`src/hpo_pkg.sv`:
```
`default_nettype none
package hpo_pkg;

  typedef struct packed {
    logic hall_level;
    logic persist_done;
  } in_item_t;

  typedef struct packed {
    logic        hall_active;
    logic        pulse_accepted;
    logic        pulse_rejected;
    logic [14:0] speed;
    logic [47:0] total_distance_um;
    logic [31:0] accepted_count;
    logic [31:0] rejected_count;
    logic        persist_due;
  } out_item_t;

  localparam logic [2:0] REG_PULSE_DIST = 3'd0;
  localparam logic [2:0] REG_DEBOUNCE   = 3'd1;
  localparam logic [2:0] REG_MAX_SPEED  = 3'd2;
  localparam logic [2:0] REG_STALE      = 3'd3;
  localparam logic [2:0] REG_PERSIST    = 3'd4;

  localparam logic [31:0] CONFIRM_MS   = 32'd3;
  localparam logic [31:0] DIST_MIN_MS  = 32'd500;
  localparam int          DIV_STEPS    = 28;

  // controller commands and datapath status
  typedef struct packed {
    logic front;    // evaluate the filter and debounce, latch the decisions
    logic div_start;
    logic div_step;
    logic finish;   // apply pulse decision, stale, persist, load result
  } cmd_t;

  typedef struct packed {
    logic need_div;
    logic div_last;
  } status_t;

endpackage
`default_nettype wire

```
`src/hpo_datapath.sv`:
```
`default_nettype none
module hpo_datapath (
  input  wire logic              clk,
  input  wire logic              rst,
  input  wire hpo_pkg::in_item_t in_item,
  input  wire logic              cfg_valid,
  input  wire logic [2:0]        cfg_index,
  input  wire logic [31:0]       cfg_data,
  input  wire hpo_pkg::cmd_t     cmd,
  output hpo_pkg::status_t       status,
  output hpo_pkg::out_item_t     result
);

  logic [21:0] pulse_distance_um;
  logic [9:0]  debounce_ms;
  logic [14:0] max_speed;
  logic [15:0] speed_stale_ms;
  logic [23:0] persist_interval_ms;

  logic [31:0] now_ms;
  logic        raw_active;
  logic [31:0] transition_time;
  logic        prev_filtered;
  logic [31:0] edge_time;
  logic        edge_seen;
  logic [31:0] accept_time;
  logic        accept_seen;
  logic [31:0] persist_time;
  logic [14:0] speed_reg;
  logic [47:0] distance_total;
  logic [31:0] accept_total;
  logic [31:0] reject_total;
  logic        dirty_flag;
  logic        distance_dirty_flag;

  // latched per-item decisions
  logic        filt;
  logic        is_edge;
  logic        deb_rej;
  logic        zero_delta;

  // restoring divider: dividend 28 bits, divisor up to 39 bits
  logic [27:0] quo;
  logic [27:0] dvd;
  logic [38:0] rem;
  logic [38:0] dvs;
  logic [5:0]  step;

  logic        raw;
  logic        raw_now;
  logic [31:0] tr_time;
  logic        filt_c;
  logic [31:0] delta_c;
  logic [39:0] trial;

  assign raw     = ~in_item.hall_level;
  assign raw_now = raw;
  assign tr_time = (raw != raw_active) ? now_ms : transition_time;
  assign filt_c  = raw_now && ((now_ms - tr_time) >= hpo_pkg::CONFIRM_MS);
  assign delta_c = now_ms - accept_time;
  assign trial   = {rem, dvd[27]} - {1'b0, dvs};

  assign status.need_div = is_edge && !deb_rej && accept_seen && !zero_delta;
  assign status.div_last = (step == 6'(hpo_pkg::DIV_STEPS - 1));

  always_ff @(posedge clk) begin
    if (rst) begin
      pulse_distance_um   <= 22'd2073451;
      debounce_ms         <= 10'd20;
      max_speed           <= 15'd6000;
      speed_stale_ms      <= 16'd3000;
      persist_interval_ms <= 24'd60000;
    end else if (cfg_valid) begin
      case (cfg_index)
        hpo_pkg::REG_PULSE_DIST: pulse_distance_um   <= cfg_data[21:0];
        hpo_pkg::REG_DEBOUNCE:   debounce_ms         <= cfg_data[9:0];
        hpo_pkg::REG_MAX_SPEED:  max_speed           <= cfg_data[14:0];
        hpo_pkg::REG_STALE:      speed_stale_ms      <= cfg_data[15:0];
        hpo_pkg::REG_PERSIST:    persist_interval_ms <= cfg_data[23:0];
        default: ;
      endcase
    end
  end

  always_ff @(posedge clk) begin
    if (cmd.div_start) begin
      dvd  <= {6'd0, pulse_distance_um} * 28'd36;
      dvs  <= {7'd0, delta_c} * 39'd100;
      rem  <= '0;
      quo  <= '0;
      step <= '0;
    end else if (cmd.div_step) begin
      if (!trial[39]) begin
        rem <= trial[38:0];
        quo <= {quo[26:0], 1'b1};
      end else begin
        rem <= {rem[37:0], dvd[27]};
        quo <= {quo[26:0], 1'b0};
      end
      dvd  <= {dvd[26:0], 1'b0};
      step <= step + 6'd1;
    end
  end

  always_ff @(posedge clk) begin
    logic        acc;
    logic        rej;
    logic        dirty_n;
    logic        ddirty_n;
    logic [14:0] spd_n;
    logic [31:0] since;
    logic        due;
    logic [31:0] acc_t;
    logic        acc_s;
    if (rst) begin
      now_ms <= '0; raw_active <= 1'b0; transition_time <= '0;
      prev_filtered <= 1'b0; edge_time <= '0; edge_seen <= 1'b0;
      accept_time <= '0; accept_seen <= 1'b0; persist_time <= '0;
      speed_reg <= '0; distance_total <= '0; accept_total <= '0;
      reject_total <= '0; dirty_flag <= 1'b0; distance_dirty_flag <= 1'b0;
      filt <= 1'b0; is_edge <= 1'b0; deb_rej <= 1'b0; zero_delta <= 1'b0;
    end else begin
      if (cfg_valid && cfg_index <= hpo_pkg::REG_PERSIST) dirty_flag <= 1'b1;
      if (cmd.front) begin
        if (in_item.persist_done) begin
          persist_time        <= now_ms;
          dirty_flag          <= 1'b0;
          distance_dirty_flag <= 1'b0;
        end
        raw_active      <= raw;
        transition_time <= tr_time;
        filt            <= filt_c;
        is_edge         <= filt_c && !prev_filtered;
        deb_rej         <= edge_seen && ((now_ms - edge_time) < {22'd0, debounce_ms});
        zero_delta      <= (delta_c == 32'd0);
        prev_filtered   <= filt_c;
        if (filt_c && !prev_filtered) begin
          edge_time <= now_ms;
          edge_seen <= 1'b1;
        end
      end
      if (cmd.finish) begin
        acc = 1'b0; rej = 1'b0;
        dirty_n = dirty_flag; ddirty_n = distance_dirty_flag;
        spd_n = speed_reg; acc_t = accept_time; acc_s = accept_seen;
        if (is_edge) begin
          if (deb_rej || (accept_seen && zero_delta)) rej = 1'b1;
          else if (accept_seen && quo > {13'd0, max_speed}) rej = 1'b1;
          else acc = 1'b1;
          if (acc && accept_seen) spd_n = quo[14:0];
        end
        if (acc) begin
          acc_t = now_ms; acc_s = 1'b1; dirty_n = 1'b1; ddirty_n = 1'b1;
          distance_total <= distance_total + 48'(pulse_distance_um);
          accept_total   <= accept_total + 32'd1;
        end
        if (rej) reject_total <= reject_total + 32'd1;
        if (spd_n != 15'd0 && acc_s && (now_ms - acc_t) > {16'd0, speed_stale_ms})
          spd_n = '0;
        since = now_ms - persist_time;
        due = (dirty_n && persist_interval_ms != 24'd0 &&
               since >= {8'd0, persist_interval_ms}) ||
              (dirty_n && ddirty_n && since >= hpo_pkg::DIST_MIN_MS);
        speed_reg <= spd_n; accept_time <= acc_t; accept_seen <= acc_s;
        dirty_flag <= dirty_n; distance_dirty_flag <= ddirty_n;
        now_ms <= now_ms + 32'd1;
        result.hall_active       <= filt;
        result.pulse_accepted    <= acc;
        result.pulse_rejected    <= rej;
        result.speed             <= spd_n;
        result.total_distance_um <= acc ? distance_total + 48'(pulse_distance_um)
                                        : distance_total;
        result.accepted_count    <= acc ? accept_total + 32'd1 : accept_total;
        result.rejected_count    <= rej ? reject_total + 32'd1 : reject_total;
        result.persist_due       <= due;
      end
    end
  end

endmodule
`default_nettype wire

```
`src/hpo_ctrl.sv`:
```
`default_nettype none
module hpo_ctrl (
  input  wire logic             clk,
  input  wire logic             rst,
  input  wire logic             in_valid,
  output logic                  in_ready,
  output logic                  out_valid,
  input  wire logic             out_ready,
  input  wire hpo_pkg::status_t status,
  output hpo_pkg::cmd_t         cmd
);

  typedef enum logic [3:0] {
    S_IDLE   = 4'b0001,
    S_CHECK  = 4'b0010,
    S_DIV    = 4'b0100,
    S_FINISH = 4'b1000
  } state_t;

  state_t state;
  state_t state_next;

  // the output register parts the sides; a waiting result only holds the finish step
  assign in_ready = (state == S_IDLE);

  always_comb begin
    state_next    = state;
    cmd           = '0;
    case (state)
      S_IDLE: begin
        if (in_valid && in_ready) begin
          cmd.front  = 1'b1;
          state_next = S_CHECK;
        end
      end
      S_CHECK: begin
        if (status.need_div) begin
          cmd.div_start = 1'b1;
          state_next    = S_DIV;
        end else begin
          state_next = S_FINISH;
        end
      end
      S_DIV: begin
        cmd.div_step = 1'b1;
        if (status.div_last) state_next = S_FINISH;
      end
      S_FINISH: begin
        if (!out_valid || out_ready) begin
          cmd.finish = 1'b1;
          state_next = S_IDLE;
        end
      end
      default: state_next = S_IDLE;
    endcase
  end

  always_ff @(posedge clk) begin
    if (rst) begin
      state     <= S_IDLE;
      out_valid <= 1'b0;
    end else begin
      state <= state_next;
      if (cmd.finish) out_valid <= 1'b1;
      else if (out_ready) out_valid <= 1'b0;
    end
  end

endmodule
`default_nettype wire

```
`src/hall_pulse_odometer.sv`:
```
`default_nettype none
// channel | direction | handshake           | payload
// in      | input     | in_valid/in_ready   | hpo_pkg::in_item_t
// out     | output    | out_valid/out_ready | hpo_pkg::out_item_t
// cfg     | input     | cfg_valid/cfg_ready | cfg_index, cfg_data
// an item runs the check and finish steps; one whose pulse needs a speed also
// runs the 28-step serial divider between them.
// synchronous reset restores register defaults and clears the odometer and control state.
// a stalled output holds its result; the next item is taken but waits in
// its finish step until the result register is free.
module hall_pulse_odometer (
  input  wire logic               clk,
  input  wire logic               rst,
  input  wire logic               in_valid,
  output logic                    in_ready,
  input  wire hpo_pkg::in_item_t  in_data,
  output logic                    out_valid,
  input  wire logic               out_ready,
  output hpo_pkg::out_item_t      out_data,
  input  wire logic               cfg_valid,
  output logic                    cfg_ready,
  input  wire logic [2:0]         cfg_index,
  input  wire logic [31:0]        cfg_data
);

  hpo_pkg::cmd_t    cmd;
  hpo_pkg::status_t status;

  assign cfg_ready = 1'b1;

  hpo_ctrl u_ctrl (
    .clk, .rst, .in_valid, .in_ready, .out_valid, .out_ready, .status, .cmd
  );

  hpo_datapath u_dp (
    .clk, .rst, .in_item(in_data), .cfg_valid, .cfg_index, .cfg_data,
    .cmd, .status, .result(out_data)
  );

endmodule
`default_nettype wire

```
`config.mk`:
```
export PLATFORM = sky130hd
export DESIGN_NAME = hall_pulse_odometer
export DESIGN_NICKNAME = d
export VERILOG_FILES = /design/src/hpo_pkg.sv /design/src/hpo_datapath.sv /design/src/hpo_ctrl.sv /design/src/hall_pulse_odometer.sv
export SDC_FILE = /design/constraint.sdc
export NUM_CORES = 2
export LEC_CHECK = 0
export ABC_AREA = 1
export BUFFER_PORTS_ARGS = -buffer_cell sky130_fd_sc_hd__buf_4
export CELL_PAD_IN_SITES_DETAIL_PLACEMENT = 0
export CELL_PAD_IN_SITES_GLOBAL_PLACEMENT = 2
export CORE_ASPECT_RATIO = 1.75
export CORE_MARGIN = 1.5
export CORE_UTILIZATION = 40
export DETAILED_ROUTE_END_ITERATION = 8
export PLACE_DENSITY = 0.86
export SLEW_MARGIN = 25
export SYNTH_ARGS = -nofsm -noshare
export SYNTH_HDL_FRONTEND = slang
export SYNTH_HIERARCHICAL = 1
export SYNTH_SLANG_ARGS = --single-unit
```
`constraint.sdc`:
```
create_clock -name clk -period 17.6 [get_ports clk]
set_input_delay 1.76 -clock clk [delete_from_list [all_inputs] [get_ports clk]]
set_output_delay 1.76 -clock clk [all_outputs]
set_load 0.02 [all_outputs]
```
==> results_dict.tcl <==
set metrics [dict create \
    status "complete, no violations" \
    synth-seq-area-share_pct 34.6 \
    final_common_cell "nand2_1" \
    ys_ff_latch 655 \
    arrival_ns 8.03 \
    rrSetupSlack_ns 10.08 \
    clockRootBuffer "clkbuf_16" \
    cts_max_level 3 \
    die_h_um 439 \
    slew_headroom_pct 32.6 \
    crit_type "flop to flop" \
    clk-insertion-delay-late_ns 0.68 \
    largest_reg_flops 131 \
    ctsResizeCount 0 \
    synth_edf_count 194 \
    dp_slack_ns 9.96 \
    slowest_delay_ns 0.68 \
    via_per_inst 5.07 \
    rsz0062_at_grt "no" \
    drt_first_pass_iters 5 \
    fin_tns_setup_ns 0 \
    postCtsSetupBuffers 0 \
    synth-main-ff-cell "dfxtp_1" \
    reg2regPathDepth 42 \
    cp-startpoint "u_dp/max_speed[11]" \
    initial_core_util_pct 40.4 \
    grt_pass1_wl_mm 201 \
    holdWs_ns 0.452 \
    hold_violations 0 \
    final_cell_area_mm2 0.0488 \
    hold_buffers 0 \
    synth_nets 6261 \
    setup_ws_ns 10.08 \
    regMostFlops "u_dp/result" \
    die_w_um 252 \
    tightest_slew_ns 1.01 \
    cpMostUsedCell "nand2_1" \
    final_util_pct 45.3 \
    dr.first_iter.drc_count 1725 \
    crit_required_ns 18.11 \
    p_leak_nw 23.4 \
    min_period_ns 7.52 \
    drive_above_1_share_pct 7.29 \
    seq_area_mm2 0.0151 \
    async_flop_share_pct 0 \
    rows 159 \
    dp_cells 7260 \
    multi_input_area_mm2 0.0245 \
    grt_max_degree 90 \
    hp-class "flop to flop" \
    post-route-period-util_pct 42.7 \
    syn_area_per_cell_um2 7.56 \
    via_count 37500 \
    ys_warn_count 6 \
    core_area_mm2 0.108 \
    cap_violations 0 \
    cp_max_fo 71 \
    grt_pass1_vias 37500 \
    drt-total-wl_mm 128 \
    final_cell_count_no_fill 7391 \
    peakVddDrop_uv 59.0 \
    area_growth_pct 12.2 \
    clock.fmax_mhz 133 \
    endpoint_kind "flop" \
    top_regs "u_dp/result: 131 flops, u_dp/distance_total: 48 flops, u_dp/rem: 39 flops" \
    cts_buffers 70 \
    die_area_mm2 0.111 \
    postSynthCellCount 5751 \
    cts_buffer_depth 3 \
    final_cell_mix "nand2_1 (1,116), inv_1 (873), a21oi_1 (500), o21ai_0 (476), dfxtp_1 (461)" \
    start_kind "flop" \
    synth_area_mm2 0.0435 \
    placed_area_mm2 0.0463 \
    fillers 11100 \
    worst_hold_startpoint "u_dp/dvd[27]" \
    place_congestion 0.874 \
    finalSetupViolCount 0 \
    cts_tree "done" \
    nNetsFinal 6393 \
    synth_cell_type_count 64 \
    antenna_left 0 \
    power_density_mw_per_mm2 84.3 \
    groute.usage.overall_pct 23.1 \
    r2r_end "u_dp/result[127]" \
    holdPathStages 2 \
    hold_path_end "u_dp/rem[0]" \
    drc 0 \
    routedWlPerCell_um 17.4 \
    reg2reg_from "u_dp/max_speed[11]" \
    io_pins 176 \
    slowest_stage "buf_4" \
    grt_overflow 0 \
    portBuffers 166 \
    clock_sinks 655 \
    clkTransAtPathRegs_ns 0.07 \
    power_mw 4.11 \
    drv_slew 0 \
    fin_skew_ns 0.0309 \
    antenna_found_initial 6 \
    dp_hpwl_mm 98.5 \
]
==> area by class of cell <==
type	count	share of cell area, %
clock inverters	39	1.00
repair buffers	218	3.35
diodes	2	0.0103
inverters	890	6.87
clock buffers	90	4.00
well taps	1449	3.72
flip-flops and latches	655	30.9
multi-input cells	4048	50.2
==> how the worst max path moves through the flow <==
| stage | to | slack (ns) |
|---|---|---|
| floorplan | u_dp/result[0] | 10.37 |
| global placement | u_dp/result[122] | 10.02 |
| detailed placement | u_dp/result[122] | 9.96 |
| CTS | u_dp/result[127] | 9.92 |
| global route | u_dp/result[126] | 9.35 |
| finish | u_dp/result[127] | 10.08 |
==> synthesized netlist by cell type (all sizes together), types with 4 or more instances <==
cell type | instances | area share [%]
a211oi | 21 | 0.36
a21boi | 15 | 0.26
a21o | 20 | 0.35
a21oi | 504 | 5.8
a221oi | 5 | 0.10
a22o | 13 | 0.26
a31oi | 20 | 0.29
and3 | 4 | 0.058
buf | 36 | 0.49
clkbuf | 122 | 1.1
dfxtp | 461 | 21
edfxtp | 194 | 13
fa | 35 | 1.6
ha | 433 | 12
inv | 887 | 7.7
nand2 | 1132 | 9.8
nand3 | 156 | 2.0
nand3b | 8 | 0.14
nand4 | 60 | 0.86
nor2 | 443 | 3.9
nor3 | 97 | 1.2
nor4 | 42 | 0.62
o2111ai | 11 | 0.22
o211ai | 87 | 1.5
o21a | 23 | 0.40
o21ai | 505 | 5.9
o21bai | 20 | 0.35
o221ai | 9 | 0.18
o22ai | 34 | 0.49
o31ai | 4 | 0.069
or2 | 8 | 0.12
xnor2 | 90 | 1.8
xor2 | 227 | 4.6
==> layer usage <==
| layer | routed length (um) | global-route usage, % |
|---|---|---|
| met1 | 50500 | 24.5 |
| met4 | 5620 | 10.7 |
| met3 | 3190 | 2.02 |
| met5 | 13 | 0 |
| met2 | 69100 | 45.3 |
==> where the power goes <==
group          switching (mW)  internal [mW]  total [mW]
registers              0.0196           1.60        1.62
clock network           0.678          0.916        1.59
logic                   0.587          0.313       0.900
total                    1.28           2.83        4.11
==> critical path, delay by kind of cell, from the launching register on <==
kind / cells / cell delay (ns)
fa+ha+maj: 4 / 1.23
xor+xnor: 1 / 0.09
buf+inv: 6 / 1.19
simple gates: 25 / 3.03
compound gates: 6 / 1.49
flops: 1 / 0.31
==> logic make-up after synthesis <==
group / Yosys count / share of synthesized area [%]
xor gates and xnor gates: 317 / 6.38
DFF: 655 / 34.6
AOI/OAI and AO/OA: 1304 / 16.8
adders and majority gates: 468 / 14.1
muxes: 2 / 0.0460
buffers and inverters: 1048 / 9.23
other: 1 / 0.00862
and+or+nand+nor: 1956 / 18.8
(Power assumes the default switching activity.)
